## config.mk

```make
export PLATFORM = sky130hd
export DESIGN_NAME = biquad_iir_filter
export DESIGN_NICKNAME = d
export VERILOG_FILES = /design/src/rtl/biq_pkg.sv /design/src/rtl/biq_mac.sv /design/src/rtl/biq_seq.sv /design/src/rtl/biquad_iir_filter.sv
export VERILOG_INCLUDE_DIRS = /design/src /design/src/rtl
export SDC_FILE = /design/constraint.sdc
export NUM_CORES = 2
export LEC_CHECK = 0
export ABC_AREA = 1
export BUFFER_PORTS_ARGS = -buffer_cell sky130_fd_sc_hd__buf_2
export CAP_MARGIN = 0
export CORE_ASPECT_RATIO = 0.6
export CORE_UTILIZATION = 55
export DETAILED_ROUTE_END_ITERATION = 16
export GPL_TIMING_DRIVEN = 0
export PLACE_DENSITY = 0.68
export SYNTH_ARGS = -nofsm -noshare
export SYNTH_HDL_FRONTEND = slang
export SYNTH_SLANG_ARGS = --single-unit
```

## constraint.sdc

```tcl
create_clock -name clock -period 11.9 [get_ports clock]
set_clock_uncertainty 0.05 [all_clocks]
set_input_delay 2.38 -clock clock [delete_from_list [all_inputs] [get_ports clock]]
set_output_delay 2.38 -clock clock [all_outputs]
set_load 0.005 [all_outputs]
```

## src/rtl/biquad_iir_filter_assert.svh

```systemverilog
// assertion macros for the biquad filter, empty when synthesizing
`ifndef BIQUAD_IIR_FILTER_ASSERT_SVH
`define BIQUAD_IIR_FILTER_ASSERT_SVH

`ifndef SYNTHESIS

// clocked check, switched off while reset is high
`define BIQ_ASSERT(lbl, clk, rst, prop) \
   lbl: assert property (@(posedge clk) disable iff (rst) prop) \
      else $error("biquad_iir_filter: assertion failed");

// clocked check that also holds during reset
`define BIQ_ASSERT_ALWAYS(lbl, clk, prop) \
   lbl: assert property (@(posedge clk) prop) \
      else $error("biquad_iir_filter: assertion failed");

`else

`define BIQ_ASSERT(lbl, clk, rst, prop)
`define BIQ_ASSERT_ALWAYS(lbl, clk, prop)

`endif

`endif

```

## src/rtl/biq_pkg.sv

```systemverilog
// shared widths, codes and control types of the biquad filter
package biq_pkg;

   localparam int SAMPLE_WIDTH    = 24;
   localparam int COEF_WIDTH      = 32;
   localparam int COEF_FRAC       = COEF_WIDTH - 3;
   localparam int STATE_WIDTH     = 40;
   localparam int PROD_WIDTH      = SAMPLE_WIDTH + COEF_WIDTH;
   localparam int RND_WIDTH       = PROD_WIDTH - COEF_FRAC;
   localparam int ACC_WIDTH       = STATE_WIDTH + 2;
   localparam int DATA_WIDTH      = ((SAMPLE_WIDTH + 7) / 8) * 8;
   localparam int CSR_INDEX_WIDTH = 3;

   localparam logic signed [COEF_WIDTH-1:0] COEF_ONE =
      COEF_WIDTH'(1) << COEF_FRAC;

   localparam logic signed [SAMPLE_WIDTH-1:0] SAMPLE_MAX = {1'b0, {(SAMPLE_WIDTH-1){1'b1}}};
   localparam logic signed [SAMPLE_WIDTH-1:0] SAMPLE_MIN = {1'b1, {(SAMPLE_WIDTH-1){1'b0}}};
   localparam logic signed [STATE_WIDTH-1:0]  STATE_MAX  = {1'b0, {(STATE_WIDTH-1){1'b1}}};
   localparam logic signed [STATE_WIDTH-1:0]  STATE_MIN  = {1'b1, {(STATE_WIDTH-1){1'b0}}};

   // coefficient select, equal to the register index
   typedef enum logic [CSR_INDEX_WIDTH-1:0] {
      COEF_B0,
      COEF_B1,
      COEF_B2,
      COEF_A1,
      COEF_A2
   } coef_sel_type;

   typedef enum logic [1:0] {
      BASE_ZERO,
      BASE_Z1,
      BASE_Z2,
      BASE_ACC
   } base_sel_type;

   typedef enum logic [2:0] {
      DST_NONE,
      DST_Y,
      DST_ACC,
      DST_Z1,
      DST_Z2
   } dst_type;

   typedef enum logic [2:0] {
      ST_IDLE,
      ST_MUL_B0,
      ST_OUT_Y,
      ST_FEED_1,
      ST_BACK_1,
      ST_FEED_2,
      ST_BACK_2,
      ST_HOLD
   } state_type;

   typedef struct packed {
      coef_sel_type coef_sel;
      logic         opnd_y;
      base_sel_type base_sel;
      logic         sub;
      dst_type      dst;
      logic         load_x;
      logic         push;
      logic         ready;
   } ctl_type;

endpackage

```

## src/rtl/biq_mac.sv

```systemverilog
// shared multiply, round and accumulate unit
module biq_mac (
   input  logic                                  clock,
   input  logic signed [biq_pkg::COEF_WIDTH-1:0]   coef,
   input  logic signed [biq_pkg::SAMPLE_WIDTH-1:0] opnd,
   input  logic signed [biq_pkg::ACC_WIDTH-1:0]    base,
   input  logic                                  sub,
   output logic signed [biq_pkg::ACC_WIDTH-1:0]    sum
);

   logic signed [biq_pkg::PROD_WIDTH-1:0] prod_in;
   logic signed [biq_pkg::PROD_WIDTH-1:0] prod_ff;
   logic        [biq_pkg::PROD_WIDTH-1:0] mag;
   logic        [biq_pkg::PROD_WIDTH-1:0] mag_rnd;
   logic        [biq_pkg::PROD_WIDTH-1:0] mag_shift;
   logic signed [biq_pkg::RND_WIDTH-1:0]  rnd;
   logic signed [biq_pkg::ACC_WIDTH-1:0]  rnd_ext;

   assign prod_in = coef * opnd;

   always_ff @(posedge clock) begin
      prod_ff <= prod_in;
   end

   // round to nearest on the magnitude, ties away from zero
   always_comb begin
      mag       = prod_ff[biq_pkg::PROD_WIDTH-1] ? unsigned'(-prod_ff) : unsigned'(prod_ff);
      mag_rnd   = mag + (biq_pkg::PROD_WIDTH'(1) << (biq_pkg::COEF_FRAC - 1));
      mag_shift = mag_rnd >> biq_pkg::COEF_FRAC;
      rnd       = prod_ff[biq_pkg::PROD_WIDTH-1]
                  ? -signed'(mag_shift[biq_pkg::RND_WIDTH-1:0])
                  :  signed'(mag_shift[biq_pkg::RND_WIDTH-1:0]);
      rnd_ext   = biq_pkg::ACC_WIDTH'(rnd);
      sum       = sub ? (base - rnd_ext) : (base + rnd_ext);
   end

endmodule

```

## src/rtl/biq_seq.sv

```systemverilog
// step sequencer that schedules the five products of one sample
module biq_seq (
   input  logic             clock,
   input  logic             reset,
   input  logic             req_tvalid,
   input  logic             out_free,
   output biq_pkg::ctl_type ctl
);

   biq_pkg::state_type state_ff;
   biq_pkg::state_type state_in;

   always_ff @(posedge clock) begin
      if (reset) begin
         state_ff <= biq_pkg::ST_IDLE;
      end else begin
         state_ff <= state_in;
      end
   end

   always_comb begin
      state_in     = state_ff;
      ctl.coef_sel = biq_pkg::COEF_B0;
      ctl.opnd_y   = 1'b0;
      ctl.base_sel = biq_pkg::BASE_ZERO;
      ctl.sub      = 1'b0;
      ctl.dst      = biq_pkg::DST_NONE;
      ctl.load_x   = 1'b0;
      ctl.push     = 1'b0;
      ctl.ready    = 1'b0;
      case (state_ff)
         biq_pkg::ST_IDLE: begin
            ctl.ready  = 1'b1;
            ctl.load_x = req_tvalid;
            if (req_tvalid) begin
               state_in = biq_pkg::ST_MUL_B0;
            end
         end
         biq_pkg::ST_MUL_B0: begin
            ctl.coef_sel = biq_pkg::COEF_B0;
            state_in     = biq_pkg::ST_OUT_Y;
         end
         biq_pkg::ST_OUT_Y: begin
            ctl.coef_sel = biq_pkg::COEF_B1;
            ctl.base_sel = biq_pkg::BASE_Z1;
            ctl.dst      = biq_pkg::DST_Y;
            state_in     = biq_pkg::ST_FEED_1;
         end
         biq_pkg::ST_FEED_1: begin
            ctl.coef_sel = biq_pkg::COEF_A1;
            ctl.opnd_y   = 1'b1;
            ctl.base_sel = biq_pkg::BASE_Z2;
            ctl.dst      = biq_pkg::DST_ACC;
            state_in     = biq_pkg::ST_BACK_1;
         end
         biq_pkg::ST_BACK_1: begin
            ctl.coef_sel = biq_pkg::COEF_B2;
            ctl.base_sel = biq_pkg::BASE_ACC;
            ctl.sub      = 1'b1;
            ctl.dst      = biq_pkg::DST_Z1;
            state_in     = biq_pkg::ST_FEED_2;
         end
         biq_pkg::ST_FEED_2: begin
            ctl.coef_sel = biq_pkg::COEF_A2;
            ctl.opnd_y   = 1'b1;
            ctl.base_sel = biq_pkg::BASE_ZERO;
            ctl.dst      = biq_pkg::DST_ACC;
            state_in     = biq_pkg::ST_BACK_2;
         end
         biq_pkg::ST_BACK_2: begin
            ctl.base_sel = biq_pkg::BASE_ACC;
            ctl.sub      = 1'b1;
            ctl.dst      = biq_pkg::DST_Z2;
            ctl.push     = out_free;
            state_in     = out_free ? biq_pkg::ST_IDLE : biq_pkg::ST_HOLD;
         end
         biq_pkg::ST_HOLD: begin
            ctl.push = out_free;
            if (out_free) begin
               state_in = biq_pkg::ST_IDLE;
            end
         end
         default: begin
            state_in = biq_pkg::ST_IDLE;
         end
      endcase
   end

endmodule

```

## src/rtl/biquad_iir_filter.sv

```systemverilog
// biquad filter top: one sample accepted, then six steps through one shared multiplier
// rsp_tvalid rises from the output register after BACK_2 (or HOLD, while the output is full) pushes the result
// a new sample is taken only after the last one is pushed; the single multiplier handles the five
//   products in turn and the sample after it waits for the delay update
// reset (synchronous, active high): delay line cleared, b0 = 1.0 and the
//   other coefficients 0 so samples pass through, output register empty
module biquad_iir_filter (
   input  logic                             clock,
   input  logic                             reset,
   // input sample beat
   input  logic                             req_tvalid,
   output logic                             req_tready,
   input  logic [biq_pkg::DATA_WIDTH-1:0]   req_tdata,   // [23:0] sample_in
   // filtered sample beat
   output logic                             rsp_tvalid,
   input  logic                             rsp_tready,
   output logic [biq_pkg::DATA_WIDTH-1:0]   rsp_tdata,   // [23:0] sample_out
   output logic [0:0]                       rsp_tuser,   // [0] clipped
   // coefficient writes
   input  logic                                  csr_wen,
   input  logic [biq_pkg::CSR_INDEX_WIDTH-1:0]   csr_index,
   input  logic [biq_pkg::COEF_WIDTH-1:0]        csr_wdata
);

`include "biquad_iir_filter_assert.svh"

   // coefficient registers, Q3.29
   logic signed [biq_pkg::COEF_WIDTH-1:0] coef_feed_0_ff;
   logic signed [biq_pkg::COEF_WIDTH-1:0] coef_feed_1_ff;
   logic signed [biq_pkg::COEF_WIDTH-1:0] coef_feed_2_ff;
   logic signed [biq_pkg::COEF_WIDTH-1:0] coef_back_1_ff;
   logic signed [biq_pkg::COEF_WIDTH-1:0] coef_back_2_ff;

   // sample, output and delay line
   logic signed [biq_pkg::SAMPLE_WIDTH-1:0] x_ff;
   logic signed [biq_pkg::SAMPLE_WIDTH-1:0] y_ff;
   logic signed [biq_pkg::SAMPLE_WIDTH-1:0] y_in;
   logic                                    clip_ff;
   logic                                    clip_in;
   logic signed [biq_pkg::ACC_WIDTH-1:0]    acc_ff;
   logic signed [biq_pkg::STATE_WIDTH-1:0]  delay_one_ff;
   logic signed [biq_pkg::STATE_WIDTH-1:0]  delay_two_ff;
   logic signed [biq_pkg::STATE_WIDTH-1:0]  state_sat;

   // output register
   logic                                    rsp_valid_ff;
   logic                                    rsp_valid_in;
   logic signed [biq_pkg::SAMPLE_WIDTH-1:0] rsp_sample_ff;
   logic                                    rsp_clip_ff;
   logic                                    rsp_at_limit;

   // shared unit operands
   logic signed [biq_pkg::COEF_WIDTH-1:0]   mac_coef;
   logic signed [biq_pkg::SAMPLE_WIDTH-1:0] mac_opnd;
   logic signed [biq_pkg::ACC_WIDTH-1:0]    mac_base;
   logic signed [biq_pkg::ACC_WIDTH-1:0]    mac_sum;

   logic             out_free;
   biq_pkg::ctl_type ctl;

   // output register can take a result this cycle
   assign out_free = !rsp_valid_ff || rsp_tready;

   biq_seq u_seq (
      .clock      (clock),
      .reset      (reset),
      .req_tvalid (req_tvalid),
      .out_free   (out_free),
      .ctl        (ctl)
   );

   assign req_tready = ctl.ready;

   // coefficient writes; indexes beyond the list are dropped
   always_ff @(posedge clock) begin
      if (reset) begin
         coef_feed_0_ff <= biq_pkg::COEF_ONE;
         coef_feed_1_ff <= '0;
         coef_feed_2_ff <= '0;
         coef_back_1_ff <= '0;
         coef_back_2_ff <= '0;
      end else if (csr_wen) begin
         case (csr_index)
            biq_pkg::COEF_B0: coef_feed_0_ff <= signed'(csr_wdata);
            biq_pkg::COEF_B1: coef_feed_1_ff <= signed'(csr_wdata);
            biq_pkg::COEF_B2: coef_feed_2_ff <= signed'(csr_wdata);
            biq_pkg::COEF_A1: coef_back_1_ff <= signed'(csr_wdata);
            biq_pkg::COEF_A2: coef_back_2_ff <= signed'(csr_wdata);
            default: begin
            end
         endcase
      end
   end

   // operand selection for the shared multiplier
   always_comb begin
      case (ctl.coef_sel)
         biq_pkg::COEF_B0: mac_coef = coef_feed_0_ff;
         biq_pkg::COEF_B1: mac_coef = coef_feed_1_ff;
         biq_pkg::COEF_B2: mac_coef = coef_feed_2_ff;
         biq_pkg::COEF_A1: mac_coef = coef_back_1_ff;
         biq_pkg::COEF_A2: mac_coef = coef_back_2_ff;
         default:          mac_coef = coef_feed_0_ff;
      endcase
      mac_opnd = ctl.opnd_y ? y_ff : x_ff;
      case (ctl.base_sel)
         biq_pkg::BASE_ZERO: mac_base = '0;
         biq_pkg::BASE_Z1:   mac_base = biq_pkg::ACC_WIDTH'(delay_one_ff);
         biq_pkg::BASE_Z2:   mac_base = biq_pkg::ACC_WIDTH'(delay_two_ff);
         biq_pkg::BASE_ACC:  mac_base = acc_ff;
         default:            mac_base = '0;
      endcase
   end

   // product of the previous step is rounded and added here
   biq_mac u_mac (
      .clock (clock),
      .coef  (mac_coef),
      .opnd  (mac_opnd),
      .base  (mac_base),
      .sub   (ctl.sub),
      .sum   (mac_sum)
   );

   // saturation of the unit's sum: to the sample range for y, to 40 bits for the delays
   always_comb begin
      if ((&mac_sum[biq_pkg::ACC_WIDTH-1:biq_pkg::SAMPLE_WIDTH-1]) ||
          !(|mac_sum[biq_pkg::ACC_WIDTH-1:biq_pkg::SAMPLE_WIDTH-1])) begin
         y_in    = mac_sum[biq_pkg::SAMPLE_WIDTH-1:0];
         clip_in = 1'b0;
      end else begin
         y_in    = mac_sum[biq_pkg::ACC_WIDTH-1] ? biq_pkg::SAMPLE_MIN : biq_pkg::SAMPLE_MAX;
         clip_in = 1'b1;
      end
      if ((&mac_sum[biq_pkg::ACC_WIDTH-1:biq_pkg::STATE_WIDTH-1]) ||
          !(|mac_sum[biq_pkg::ACC_WIDTH-1:biq_pkg::STATE_WIDTH-1])) begin
         state_sat = mac_sum[biq_pkg::STATE_WIDTH-1:0];
      end else begin
         state_sat = mac_sum[biq_pkg::ACC_WIDTH-1] ? biq_pkg::STATE_MIN : biq_pkg::STATE_MAX;
      end
   end

   // datapath registers
   always_ff @(posedge clock) begin
      if (ctl.load_x) begin
         x_ff <= signed'(req_tdata[biq_pkg::SAMPLE_WIDTH-1:0]);
      end
      if (ctl.dst == biq_pkg::DST_Y) begin
         y_ff    <= y_in;
         clip_ff <= clip_in;
      end
      if (ctl.dst == biq_pkg::DST_ACC) begin
         acc_ff <= mac_sum;
      end
      if (ctl.push) begin
         rsp_sample_ff <= y_ff;
         rsp_clip_ff   <= clip_ff;
      end
   end

   // delay line is filter state, cleared by reset
   always_ff @(posedge clock) begin
      if (reset) begin
         delay_one_ff <= '0;
         delay_two_ff <= '0;
      end else begin
         if (ctl.dst == biq_pkg::DST_Z1) begin
            delay_one_ff <= state_sat;
         end
         if (ctl.dst == biq_pkg::DST_Z2) begin
            delay_two_ff <= state_sat;
         end
      end
   end

   // output beat holds until taken
   always_comb begin
      rsp_valid_in = rsp_valid_ff;
      if (ctl.push) begin
         rsp_valid_in = 1'b1;
      end else if (rsp_tready) begin
         rsp_valid_in = 1'b0;
      end
   end

   always_ff @(posedge clock) begin
      if (reset) begin
         rsp_valid_ff <= 1'b0;
      end else begin
         rsp_valid_ff <= rsp_valid_in;
      end
   end

   assign rsp_tvalid = rsp_valid_ff;
   assign rsp_tdata  = biq_pkg::DATA_WIDTH'(unsigned'(rsp_sample_ff));
   assign rsp_tuser  = rsp_clip_ff;

   // waiting sample sits on one of the range limits
   assign rsp_at_limit = (rsp_sample_ff == biq_pkg::SAMPLE_MAX) ||
                         (rsp_sample_ff == biq_pkg::SAMPLE_MIN);

   // a sample runs for several steps, so no second beat right after one
   `BIQ_ASSERT(a_busy_after_accept, clock, reset, (req_tvalid && req_tready) |=> !req_tready)

   // a result is never pushed over one that is still waiting
   `BIQ_ASSERT(a_no_overrun, clock, reset, (ctl.push && rsp_valid_ff) |-> rsp_tready)

   // a clipped result sits at one of the range limits
   `BIQ_ASSERT(a_clip_at_limit, clock, reset, (rsp_valid_ff && rsp_clip_ff) |-> rsp_at_limit)

   // no output beat in the cycle after a reset edge
   `BIQ_ASSERT_ALWAYS(a_reset_quiet, clock, reset |=> !rsp_tvalid)

endmodule
```

==> results.txt <==
The run finished, with violations left. The checks that failed: max-capacitance violations, max-slew violations. The predominant post-synthesis flop cell is sky130_fd_sc_hd__dfxtp_1. The number of placed instances with taps included is 7294. The root buffer cell chosen for the clock tree is sky130_fd_sc_hd__clkbuf_16. Setup repair after global routing left no endpoint under its margin. The worst-case hold slack came out at 0.3861 ns. The residual overflow from global routing came out at 0. During synthesis, Yosys emitted a total of 0 warnings. The compound-cell area share of the yosys netlist is 8.382%. The share of final-layout standard cells stronger than drive strength 1 came out at 5.848%. In this run the power density over the cells is 261.8 nW/µm². The average via count per standard cell came out at 5.697. After detailed routing, the average wire length per cell comes to 23.58 µm. The core occupancy in the finished layout is 60.00%. The internal portion of the total power is 5.729 mW. The start of the worst register-to-register path is u_seq.state_ff[0]$_SDFFE_PP0P_. The worst endpoint required time is 12.28 ns. Summing the areas of all xor and xnor instances in the mapped netlist gives 2.633% of the synthesized area.

The final-report max-slew violation count is 8. The fmax is 87.84 MHz. The tree built by TritonCTS fans out to 416 sinks. After clock tree synthesis, the flow added hold-fix buffers numbering 0.

The remaining max-slew budget at the tightest pin is -0.7910%. The post-synthesis sequential element count came out at 416. The placed instance area came out at 50290 µm².

The via count is 42.00k. The number of nets with antenna violations after routing is 0. The slew of the pin with the lowest slew margin is 1.502 ns. In this run the critical register-to-register path is captured at u_mac.prod_ff[55]$_DFF_P_. The clock network is responsible for 10.2% of the overall power. The leakage dissipation is 24.73 nW. The post-route non-filler standard cell count came out at 7372. Following the worst setup path forward leads to its endpoint at u_mac.prod_ff[55]$_DFF_P_. The core region is 86200 µm².

The synthesis-to-finish area growth is 7.100%. The number of fill cells came out at 8018. After floorplanning, the core was divided into 83 placement rows. The first global-routing pass estimated 258500 µm of wire. STA classifies the critical path endpoint as a flop. Registers take 9489 µm². The worst register-to-register path has a setup slack of 0.52 ns.

In the routed design, unresolved DRC markers number 0. The initial antenna violation count is 3. The starting density of the core is 56.02%. The finished layout cell area is 51720 µm². The combinational share of power is 75.5%. Counting along the longest clock path gives a buffer depth of 3.

The number of distinct standard cells referenced by the synthesized netlist came out at 53. The chip height is 231.5 µm. For this block, the routed nets add up to 173800 µm of wire. The proportion of synthesized chip area in sequential cells is 19.65%. The quantity of I/O buffers inserted on ports came out at 89.

In this run the worst path has a maximum fanout of 10. The main combinational cell family by area after synthesis is adder cells. The adder-cell share of the synthesized area came out at 37.53%. The power spent charging and discharging nets is 7.808 mW. Setup total negative slack on the finished layout was measured at 0 ns. The worst path meets setup with 0.5151 ns of slack.

The total of endpoints with negative setup slack in the final report is 0. 91 I/O pins were placed. After clock tree synthesis, the clock-pin slew on the worst setup and hold paths is 0.06 ns. The most common library cell in the layout ignoring fill and taps is sky130_fd_sc_hd__nand2_1.

Net switching is 57.68% of the power. The final clock period utilization by the worst path came out at 95.67%. The most critical setup path has its startpoint at u_seq.state_ff[0]$_SDFFE_PP0P_.

The delay of the slowest critical-path stage is 0.70 ns. The number of enable-type register cells in the synthesized netlist is 116. The worst hold path belongs to the class reg -> reg. In the synthesized netlist, mux cells make up 0% of the area. The area used by multi-input combinational logic is 33050 µm². In this run, CTS created clock tree buffers numbering 42. The number of nets in the synthesized netlist is 7094.

The critical path is of the reg -> reg type. The number of max-cap violations is 2. The fraction of power consumed by sequential logic is 14.3%.

The weighted congestion at the end of routability-driven global placement came out at 1.055. Summing every instance area after synthesis gives 48290 µm². The pre-CTS setup slack came out at 0.01609 ns. The number of optimization iterations in the first detailed-route pass came out at 7.

The post-synthesis async set-or-reset flop share is 0%. The design draws 13.54 mW. The number of H-tree levels is 2.

The clock reaches the later pin of the worst-skew pair after 0.63 ns. The clock tree from TritonCTS is yes. The worst-case reg-to-reg path depth is 36. Data on the critical path arrives at its endpoint at 11.76 ns. Entering global routing, the biggest net connects 31 pins. Counting every instance in the synthesized netlist gives 6052. The shortest period the worst path allows came out at 11.38 ns. The via count of the first global-routing pass is 40.45k.

The number of nets in the layout is 7233. The HPWL after detailed placement is 143500 µm. Averaged over all synthesized cells, the footprint is 7.979 µm².

Across the VDD grid, the largest voltage drop is 292.6 µV. STA classifies the critical path startpoint as a flop. In the layout the commonest cells are 1233 x sky130_fd_sc_hd__nand2_1, 1232 x sky130_fd_sc_hd__inv_1, 784 x sky130_fd_sc_hd__fa_1.

The die outline area is 89020 µm². Among the stages of the critical path, the cell type that occurs most often is sky130_fd_sc_hd__fa_1. The total global routing track utilization is 39.70%.

The number of DRC markers in iteration 0 came out at 5235. The floorplan step set the die width to 384.5 µm. The slowest cell on the critical path is sky130_fd_sc_hd__nand2_1. The number of buffers added for setup after CTS came out at 0. The area share of and/or/nand/nor cells after synthesis is 19.85%. The final-report hold violation count is 0.
power by group through the flow:
stage | clock network [mW] | registers, mW | logic (mW)
global placement | 0 | 1.96 | 9.57
finish | 1.38 | 1.93 | 10.2
CTS | 1.39 | 1.92 | 9.73
global route | 1.43 | 1.95 | 11.0
detailed placement | 0 | 1.95 | 9.65
floorplan | 0 | 1.89 | 6.47
how the worst min path moves through the flow:
| stage | endpoint | start | slack [ns] | cells past startpoint |
|---|---|---|---|---|
| after floorplan | rsp_tuser$_DFFE_PP_ | clip_ff$_DFFE_PN_ | 0.35 | 0 |
| after global placement | rsp_tuser$_DFFE_PP_ | clip_ff$_DFFE_PN_ | 0.38 | 0 |
| after detailed placement | rsp_tuser$_DFFE_PP_ | clip_ff$_DFFE_PN_ | 0.37 | 0 |
| after CTS | rsp_tuser$_DFFE_PP_ | clip_ff$_DFFE_PN_ | 0.39 | 0 |
| after global routing | rsp_tuser$_DFFE_PP_ | clip_ff$_DFFE_PN_ | 0.40 | 0 |
| final | rsp_tuser$_DFFE_PP_ | clip_ff$_DFFE_PN_ | 0.39 | 0 |
cell usage after synthesis (79+ instances only):
cell / n / area (µm²)
sky130_fd_sc_hd__fa_1: 784 / 15700
sky130_fd_sc_hd__edfxtp_1: 116 / 3483
sky130_fd_sc_hd__a21oi_1: 268 / 1341
sky130_fd_sc_hd__xor2_1: 79 / 691.9
sky130_fd_sc_hd__o21ai_0: 236 / 1181
sky130_fd_sc_hd__clkbuf_1: 198 / 743.2
sky130_fd_sc_hd__inv_1: 1232 / 4624
sky130_fd_sc_hd__dfxtp_1: 300 / 6006
sky130_fd_sc_hd__ha_1: 194 / 2427
sky130_fd_sc_hd__nand3_1: 185 / 925.9
sky130_fd_sc_hd__nor2_1: 685 / 2571
sky130_fd_sc_hd__nand2_1: 1235 / 4636
area by class of cell:
class / count / area share (%)
Inverter: 1267 / 9.201
Tap cell: 1147 / 2.775
Clock inverter: 21 / 0.4694
Timing Repair Buffer: 95 / 1.048
Sequential cell: 416 / 18.35
Multi-Input combinational cell: 4125 / 63.92
Antenna cell: 1 / 0.004839
Buffer: 244 / 1.989
Clock buffer: 56 / 2.250
metal layers:
metal | wire (µm) | share of wire [%] | global-route usage [%]
met1 | 77010 | 44 | 61.51
met2 | 62020 | 36 | 49.11
met5 | 232 | 0.13 | 0.9804
met4 | 3370 | 1.9 | 7.006
met3 | 31180 | 18 | 18.88
timing repair:
| item | 4_1_cts | 5_1_grt |
|---|---|---|
| endpoints found under the setup margin | 2 | 6 |
| cloned | 0 | 0 |
| resized for setup | 1 | 19 |
state kept, by name (all words and copies together) (netlist names):
| name | flops |
|---|---|
| y_ff | 24 |
| u_mac.prod_ff | 56 |
| u_seq.state_ff | 3 |
| clip_ff | 1 |
| coef_feed_0_ff | 32 |
| acc_ff | 42 |
| coef_feed_2_ff | 32 |
| rsp_tdata | 24 |
| coef_back_2_ff | 32 |
| rsp_tuser | 1 |
| coef_feed_1_ff | 32 |
| x_ff | 24 |
| coef_back_1_ff | 32 |
| delay_two_ff | 40 |
| rsp_tvalid | 1 |
| delay_one_ff | 40 |
worst max-delay path: cells and delay by family (launching register included):
| family | cells | cell delay [ns] |
|---|---|---|
| flip-flops | 1 | 0.31 |
| AO/OA/AOI/OAI | 11 | 2.83 |
| buffers and inverters | 9 | 2.35 |
| XOR/XNOR | 1 | 0.27 |
| AND/OR/NAND/NOR | 7 | 1.61 |
| adder cells (fa/ha/maj) | 8 | 3.74 |
cells by family (layout without fill, tap and decap cells):
| logic type | count (synthesis) | in the layout |
|---|---|---|
| and+or+nand+nor | 2300 | 2300 |
| AOI/OAI and AO/OA | 707 | 707 |
| DFF | 416 | 416 |
| xor gates and xnor gates | 140 | 140 |
| other | 0 | 1 |
| buffers and inverters | 1511 | 1683 |
| adders and majority gates | 978 | 978 |
(Power assumes the default switching activity.)
